<file path="src/design/status_frame_transmitter_defines.svh">
`ifndef STATUS_FRAME_TRANSMITTER_DEFINES_SVH
`define STATUS_FRAME_TRANSMITTER_DEFINES_SVH

// Check that cons holds in the same cycle as ante.
`define SFT_ASSERT_NOW(label, clk, rst_n, ante, cons) \
  label: assert property (@(posedge clk) disable iff (!rst_n) (ante) |-> (cons)) \
    else $error("%m: assertion failed");

// Check that cons holds in the cycle after ante.
`define SFT_ASSERT_NEXT(label, clk, rst_n, ante, cons) \
  label: assert property (@(posedge clk) disable iff (!rst_n) (ante) |=> (cons)) \
    else $error("%m: assertion failed");

`endif

</file>
<file path="src/design/sft_pkg.sv">
`default_nettype none

package sft_pkg;

  typedef struct packed {
    logic [15:0] speed;
    logic        left_turn;
    logic        right_turn;
  } sft_in_t;

  typedef struct packed {
    logic [7:0] out_byte;
    logic       frame_end;
  } sft_out_t;

  localparam logic [7:0]  FRAME_MARK  = 8'h5E;
  localparam logic [7:0]  ESCAPE_MARK = 8'h5F;
  localparam logic [7:0]  ESC_HEAD    = 8'h01;
  localparam logic [7:0]  ESC_ESCAPE  = 8'h02;
  localparam logic [7:0]  CMD_STATUS  = 8'h40;
  localparam logic [7:0]  LEN_LOW     = 8'h04;
  localparam logic [7:0]  ZERO_BYTE   = 8'h00;
  localparam logic [15:0] CRC_POLY    = 16'h8408;
  localparam logic [15:0] CRC_INIT    = 16'hFFFF;

  // Byte position within a frame; idle when no frame is in flight.
  typedef enum logic [3:0] {
    POS_IDLE,
    POS_HEAD,
    POS_CNT,
    POS_ESC,
    POS_CMD,
    POS_LEN_LO,
    POS_LEN_HI,
    POS_SPD_LO,
    POS_SPD_HI,
    POS_FLAGS,
    POS_PAD,
    POS_CRC_LO,
    POS_CRC_HI,
    POS_TAIL
  } sft_pos_e;

  // Reflected CRC-16, one byte folded in.
  function automatic logic [15:0] crc_byte(input logic [15:0] crc, input logic [7:0] b);
    logic [15:0] c;
    c = crc ^ {8'h00, b};
    for (int k = 0; k < 8; k++) begin
      if (c[0]) begin
        c = (c >> 1) ^ CRC_POLY;
      end else begin
        c = c >> 1;
      end
    end
    return c;
  endfunction

endpackage

`default_nettype wire

</file>
<file path="src/design/status_frame_transmitter.sv">
// Channel | Dir | Handshake            | Word
// in      | in  | in_valid_i/in_stall_o | in_i  (speed, left_turn, right_turn)
// out     | out | out_valid_o/out_stall_i | out_o (out_byte, frame_end)
//
// A request yields 12 frame words, or 13 when the counter byte is escaped.
// One word leaves per cycle while the output is not stalled; the byte sequencer
// sets the rate, and the next request is taken as the tail word leaves.
// The CRC is folded in one byte per cycle as the body words go out unstalled.
// Reset clears the frame counter and the sequencer; the first frame carries 0x01.
// A stall on a full output register holds it and the sequencer in the same cycle.
`default_nettype none

module status_frame_transmitter import sft_pkg::*; (
  input  wire logic     clk_i,
  input  wire logic     rst_ni,
  input  wire logic     in_valid_i,
  output logic          in_stall_o,
  input  wire sft_in_t  in_i,
  output logic          out_valid_o,
  input  wire logic     out_stall_i,
  output sft_out_t      out_o
);

  logic     byte_valid;
  logic     byte_stall;
  sft_out_t byte_w;
  logic     out_valid_q;
  sft_out_t out_q;

  sft_framer u_framer (
    .clk_i        (clk_i),
    .rst_ni       (rst_ni),
    .req_valid_i  (in_valid_i),
    .req_stall_o  (in_stall_o),
    .req_i        (in_i),
    .byte_valid_o (byte_valid),
    .byte_stall_i (byte_stall),
    .byte_o       (byte_w)
  );

  // Load a new word whenever the register is empty or being drained.
  assign byte_stall = out_valid_q && out_stall_i;

  always_ff @(posedge clk_i or negedge rst_ni) begin
    if (!rst_ni) begin
      out_valid_q <= 1'b0;
    end else if (!byte_stall) begin
      out_valid_q <= byte_valid;
    end
  end

  always_ff @(posedge clk_i) begin
    if (!byte_stall && byte_valid) begin
      out_q <= byte_w;
    end
  end

  assign out_valid_o = out_valid_q;
  assign out_o       = out_q;

endmodule

`default_nettype wire

</file>
<file path="src/design/sft_framer.sv">
`default_nettype none

`include "status_frame_transmitter_defines.svh"

module sft_framer import sft_pkg::*; (
  input  wire logic     clk_i,
  input  wire logic     rst_ni,
  input  wire logic     req_valid_i,
  output logic          req_stall_o,
  input  wire sft_in_t  req_i,
  output logic          byte_valid_o,
  input  wire logic     byte_stall_i,
  output sft_out_t      byte_o
);

  sft_pos_e    pos_q, pos_d;
  sft_in_t     req_q;
  logic [7:0]  cnt_q;
  logic [15:0] crc_q, crc_d;
  logic        byte_fire;
  logic        req_fire;
  logic        escaped;
  logic        crc_en;

  assign escaped      = (cnt_q == FRAME_MARK) || (cnt_q == ESCAPE_MARK);
  assign byte_valid_o = (pos_q != POS_IDLE);
  assign byte_fire    = byte_valid_o && !byte_stall_i;
  // Take a request while idle or while the tail word leaves.
  assign req_stall_o  = byte_valid_o && !(byte_fire && (pos_q == POS_TAIL));
  assign req_fire     = req_valid_i && !req_stall_o;

  always_ff @(posedge clk_i or negedge rst_ni) begin
    if (!rst_ni) begin
      pos_q <= POS_IDLE;
      cnt_q <= 8'h00;
    end else begin
      pos_q <= pos_d;
      if (req_fire) begin
        cnt_q <= cnt_q + 8'd1;
      end
    end
  end

  always_ff @(posedge clk_i) begin
    if (req_fire) begin
      req_q <= req_i;
    end
    crc_q <= crc_d;
  end

  always_comb begin
    pos_d           = pos_q;
    crc_en          = 1'b0;
    byte_o.out_byte = ZERO_BYTE;
    byte_o.frame_end = 1'b0;
    unique case (pos_q)
      POS_IDLE: begin
      end
      POS_HEAD: begin
        byte_o.out_byte = FRAME_MARK;
        pos_d = POS_CNT;
      end
      POS_CNT: begin
        byte_o.out_byte = escaped ? ESCAPE_MARK : cnt_q;
        pos_d = escaped ? POS_ESC : POS_CMD;
      end
      POS_ESC: begin
        byte_o.out_byte = (cnt_q == FRAME_MARK) ? ESC_HEAD : ESC_ESCAPE;
        pos_d = POS_CMD;
      end
      POS_CMD: begin
        byte_o.out_byte = CMD_STATUS;
        crc_en = 1'b1;
        pos_d = POS_LEN_LO;
      end
      POS_LEN_LO: begin
        byte_o.out_byte = LEN_LOW;
        crc_en = 1'b1;
        pos_d = POS_LEN_HI;
      end
      POS_LEN_HI: begin
        byte_o.out_byte = ZERO_BYTE;
        crc_en = 1'b1;
        pos_d = POS_SPD_LO;
      end
      POS_SPD_LO: begin
        byte_o.out_byte = req_q.speed[7:0];
        crc_en = 1'b1;
        pos_d = POS_SPD_HI;
      end
      POS_SPD_HI: begin
        byte_o.out_byte = req_q.speed[15:8];
        crc_en = 1'b1;
        pos_d = POS_FLAGS;
      end
      POS_FLAGS: begin
        byte_o.out_byte = {3'b000, req_q.right_turn, req_q.left_turn, 3'b000};
        crc_en = 1'b1;
        pos_d = POS_PAD;
      end
      POS_PAD: begin
        byte_o.out_byte = ZERO_BYTE;
        crc_en = 1'b1;
        pos_d = POS_CRC_LO;
      end
      POS_CRC_LO: begin
        byte_o.out_byte = crc_q[7:0];
        pos_d = POS_CRC_HI;
      end
      POS_CRC_HI: begin
        byte_o.out_byte = crc_q[15:8];
        pos_d = POS_TAIL;
      end
      POS_TAIL: begin
        byte_o.out_byte = FRAME_MARK;
        byte_o.frame_end = 1'b1;
        pos_d = POS_IDLE;
      end
      default: begin
        pos_d = POS_IDLE;
      end
    endcase

    // Hold position while the word is stalled.
    if (!byte_fire) begin
      pos_d = pos_q;
    end
    if (req_fire) begin
      pos_d = POS_HEAD;
    end

    crc_d = crc_q;
    if (req_fire) begin
      crc_d = CRC_INIT;
    end else if (byte_fire && crc_en) begin
      crc_d = crc_byte(crc_q, byte_o.out_byte);
    end
  end

  `SFT_ASSERT_NEXT(a_req_starts_frame, clk_i, rst_ni, req_fire, pos_q == POS_HEAD)
  `SFT_ASSERT_NEXT(a_cnt_steps, clk_i, rst_ni, req_fire, cnt_q == 8'($past(cnt_q) + 8'd1))
  `SFT_ASSERT_NOW(a_esc_only_marks, clk_i, rst_ni, pos_q == POS_ESC, escaped)
  `SFT_ASSERT_NOW(a_crc_seeded, clk_i, rst_ni, pos_q == POS_CMD, crc_q == CRC_INIT)

endmodule

`default_nettype wire
</file>
<file path="config.mk">
export PLATFORM = sky130hd
export DESIGN_NAME = status_frame_transmitter
export DESIGN_NICKNAME = d
export VERILOG_FILES = /design/src/design/sft_pkg.sv /design/src/design/status_frame_transmitter.sv /design/src/design/sft_framer.sv
export VERILOG_INCLUDE_DIRS = /design/src /design/src/design
export SDC_FILE = /design/constraint.sdc
export NUM_CORES = 1
export LEC_CHECK = 0
export ABC_AREA = 1
export BUFFER_PORTS_ARGS = -buffer_cell sky130_fd_sc_hd__buf_2
export CORE_MARGIN = 2
export CORE_UTILIZATION = 45
export CTS_BUF_LIST = sky130_fd_sc_hd__clkbuf_4
export CTS_CLUSTER_SIZE = 40
export DETAILED_ROUTE_END_ITERATION = 7
export GPL_TIMING_DRIVEN = 1
export PLACE_DENSITY_LB_ADDON = 0.05
export RECOVER_POWER = 50
export SYNTH_ARGS = -nofsm -noshare
export SYNTH_HDL_FRONTEND = slang
export SYNTH_SLANG_ARGS = --single-unit
</file>
<file path="constraint.sdc">
create_clock -name clk_i -period 2.45 [get_ports clk_i]
set_input_delay 0.49 -clock clk_i [delete_from_list [all_inputs] [get_ports clk_i]]
set_output_delay 0.49 -clock clk_i [all_outputs]
set_load 0.01 [all_outputs]
</file>
==> metrics.txt <==
kind of start point of the critical path=register; Final Max Tran Viols=0; post-CTS setup buffers=0; actual slew at the worst max-slew pin=719 ps; Detailed Place HPWL=5.61 mm; Seq cells post-synth=56; IO Count=33; Fillers=612; outcome=complete, no violations; register cell area after layout=1460 sq um; synth warn=0; total power=4.87 mW; first-pass GRT wire length=12.3 mm; Initial Util=0.470; critical path startpoint=u_framer.pos_q[0]; number of distinct library cells after synthesis=26; Hold Startpoint=in_i[12]; cts bufs inserted=5; RR Startpoint=u_framer.pos_q[2]; post-route minimum period=2200 ps; highest cell delay on the worst timing path=480 ps; Core Rows=29; Post-DRT Antenna Nets=0; CP arrival=1710 ps; R2R Path End=u_framer.crc_q[14]; Place WS=436 ps; worst hold path class=in -> reg; die area=7390 sq um; final setup vio count=0; Multi-input gate area=1330 sq um; Bufs on Longest Clock Path=2; vias in the first global route=2567; CTS tree=yes; initial antenna violation count=0; vias=2681; drt drc=0; cell count after synthesis=398; fin nets=around 460; DR vias/cell=5.23; min setup slack post-route=253 ps; Clock Skews=11.4 ps; crit path cell chain=inv_1 > nor2_1 > nand2_1 > o21ai_2 > inv_1 > buf_2; Die X=~86 um; GRT Overall Usage=0.215; Period Utilization, post-route=0.897; FF-to-FF setup slack=about 380 ps; PostCTS Resize Cnt=0; Die Y-Extent=85.9 um; Synthesized Nets=around 420; share of cells above drive strength 1=0.112; Hold Fails Final Rpt=0; CP Capture Type=output port; # port buffers=32; Required @ worst endpoint=1960 ps; post-synthesis sequential area ratio=0.482; Synth Area per Inst=7.59 sq um; Max IR drop VDD=0.630 mV; Highest Clock Rate=between 0.4 and 0.5 GHz; WL final=about 7.3 mm; Clock Sink Count=56; routed len/inst=approximately 14 um; Placer Congestion=0.896; most frequent cell on the critical path=inv_1; Cell Area, Synth=between 3000 and 4000 sq um; number of H-tree levels=2; R2R cell count=14; LEAKAGE=approximately 1.7 nW; Finished Cell Area=3370 sq um; crit path kind=reg -> out; number of hold buffers added after CTS=1; drt first pass iters=5; synthesis-to-finish area growth=11.4%; largest net degree at the start of global routing=32; hold path depth=1; total gr overflow=0; area of the core=6420 sq um; pwr/cell area=1450 nW/um^2; antenna cells=0; Crit Path Max Fanout=5; Post-DP Area=3280 sq um; Slew HR=0.521; worst skew pair latency=380 ps; max_cap viols=0; setup TNS=0 ps; Clk Tree Root Cell=clkbuf_4; Hold Path End=u_framer.req_q[12]; Worst-path clk slew=~170 ps; unrepaired setup endpoints after global routing=no; CP max stage cell=dfrtp_1; DRT iter0 DRCs=151
==> worst max-delay path: cells and delay by family (launching register included) <==
family,cells,cell delay (ps)
compound gates,1,150
buf+inv,3,270
flops,1,480
simple gates,2,440
==> cells in the final DEF, fill, tap and decap left out, types with 6 or more instances in the layout <==
| cell | Yosys | final |
|---|---|---|
| o21ai_0 | 17 | 17 |
| dfxtp_1 | 16 | 16 |
| buf_2 | 5 | 21 |
| nand4_1 | 6 | 6 |
| nor2_1 | 29 | 29 |
| o211ai_1 | 8 | 8 |
| nand3_1 | 65 | 65 |
| inv_1 | 48 | 50 |
| nand2_1 | 127 | 127 |
| clkbuf_1 | 1 | 11 |
| edfxtp_1 | 27 | 27 |
| dfrtp_1 | 13 | 13 |
| xor2_1 | 7 | 7 |
==> sequential cells by signal, summed over array words and instances, names as in the netlist <==
signal          cells
u_framer.crc_q     16
u_framer.cnt_q      8
out_valid_o         1
u_framer.pos_q      4
out_o               9
u_framer.req_q     18
==> cell families after synthesis <==
group	share of synthesized area
AOI/OAI and AO/OA	0.0638
xor gates and xnor gates	0.0203
adders and majority gates	0.00828
buffers and inverters	0.0766
DFF	0.482
and+or+nand+nor	0.349
==> through the flow <==
step / instances / hold slack, ps / utilization
6_report: 513 / 268 / 0.524
5_1_grt: 513 / 231 / 0.524
4_1_cts: 513 / 254 / 0.526
3_5_place_dp: 504 / 400 / 0.511
3_3_place_gp: 504 / 395 / 0.511
2_1_floorplan: 398 / 194 / -
==> layer usage <==
metal,track usage,up-vias,share of wire
met5,0,-,0
met1,0.292,1213,0.48
met2,0.356,85,0.45
met3,0.0318,10,0.056
li1,-,1373,-
met4,0.0635,0,0.018
==> report_power, final <==
group          internal, mW  leakage [nW]  switching [mW]
Sequential             1.44         0.545           0.298
Clock                 0.219        0.0454           0.304
Combinational         0.848          1.10            1.76
Total                  2.50          1.69            2.37
==> synth_stat cells <==
cell | instances | area (sq um)
nand3_2 | 1 | 10.0
nor2_1 | 29 | 109
nand4_1 | 6 | 37.5
clkbuf_1 | 1 | 3.75
o211ai_1 | 8 | 60.1
dfxtp_1 | 16 | 320
buf_2 | 5 | 25.0
buf_4 | 1 | 7.51
nor2_4 | 2 | 22.5
nor2_2 | 5 | 31.3
a21oi_1 | 5 | 25.0
edfxtp_1 | 27 | 811
nor3_2 | 1 | 10.0
inv_1 | 48 | 180
inv_2 | 4 | 15.0
xor2_1 | 7 | 61.3
o21ai_1 | 1 | 5.00
o21ai_2 | 1 | 8.76
o21ai_0 | 17 | 85.1
nand2_2 | 4 | 25.0
dfrtp_1 | 13 | 325
ha_1 | 2 | 25.0
o2111ai_1 | 1 | 8.76
nand3b_1 | 1 | 7.51
nand3_1 | 65 | 325
nand2_1 | 127 | 477
==> area by class of cell <==
class,count,area share
multi-input cells,283,0.396
well taps,77,0.0286
inverters,52,0.0580
repair buffers,37,0.0591
flip-flops and latches,56,0.433
clock buffers,5,0.0112
clock inverters,3,0.0141
==> worst max path at each step <==
stage	endpoint	slack [ps]	cells after the start
finish	in_stall_o	250	6
global placement	u_framer.crc_q[8]	450	13
global route	u_framer.crc_q[4]	80	13
detailed placement	u_framer.crc_q[14]	440	14
floorplan	u_framer.cnt_q[3]	480	8
CTS	in_stall_o	240	6
(Power assumes the default switching activity.)
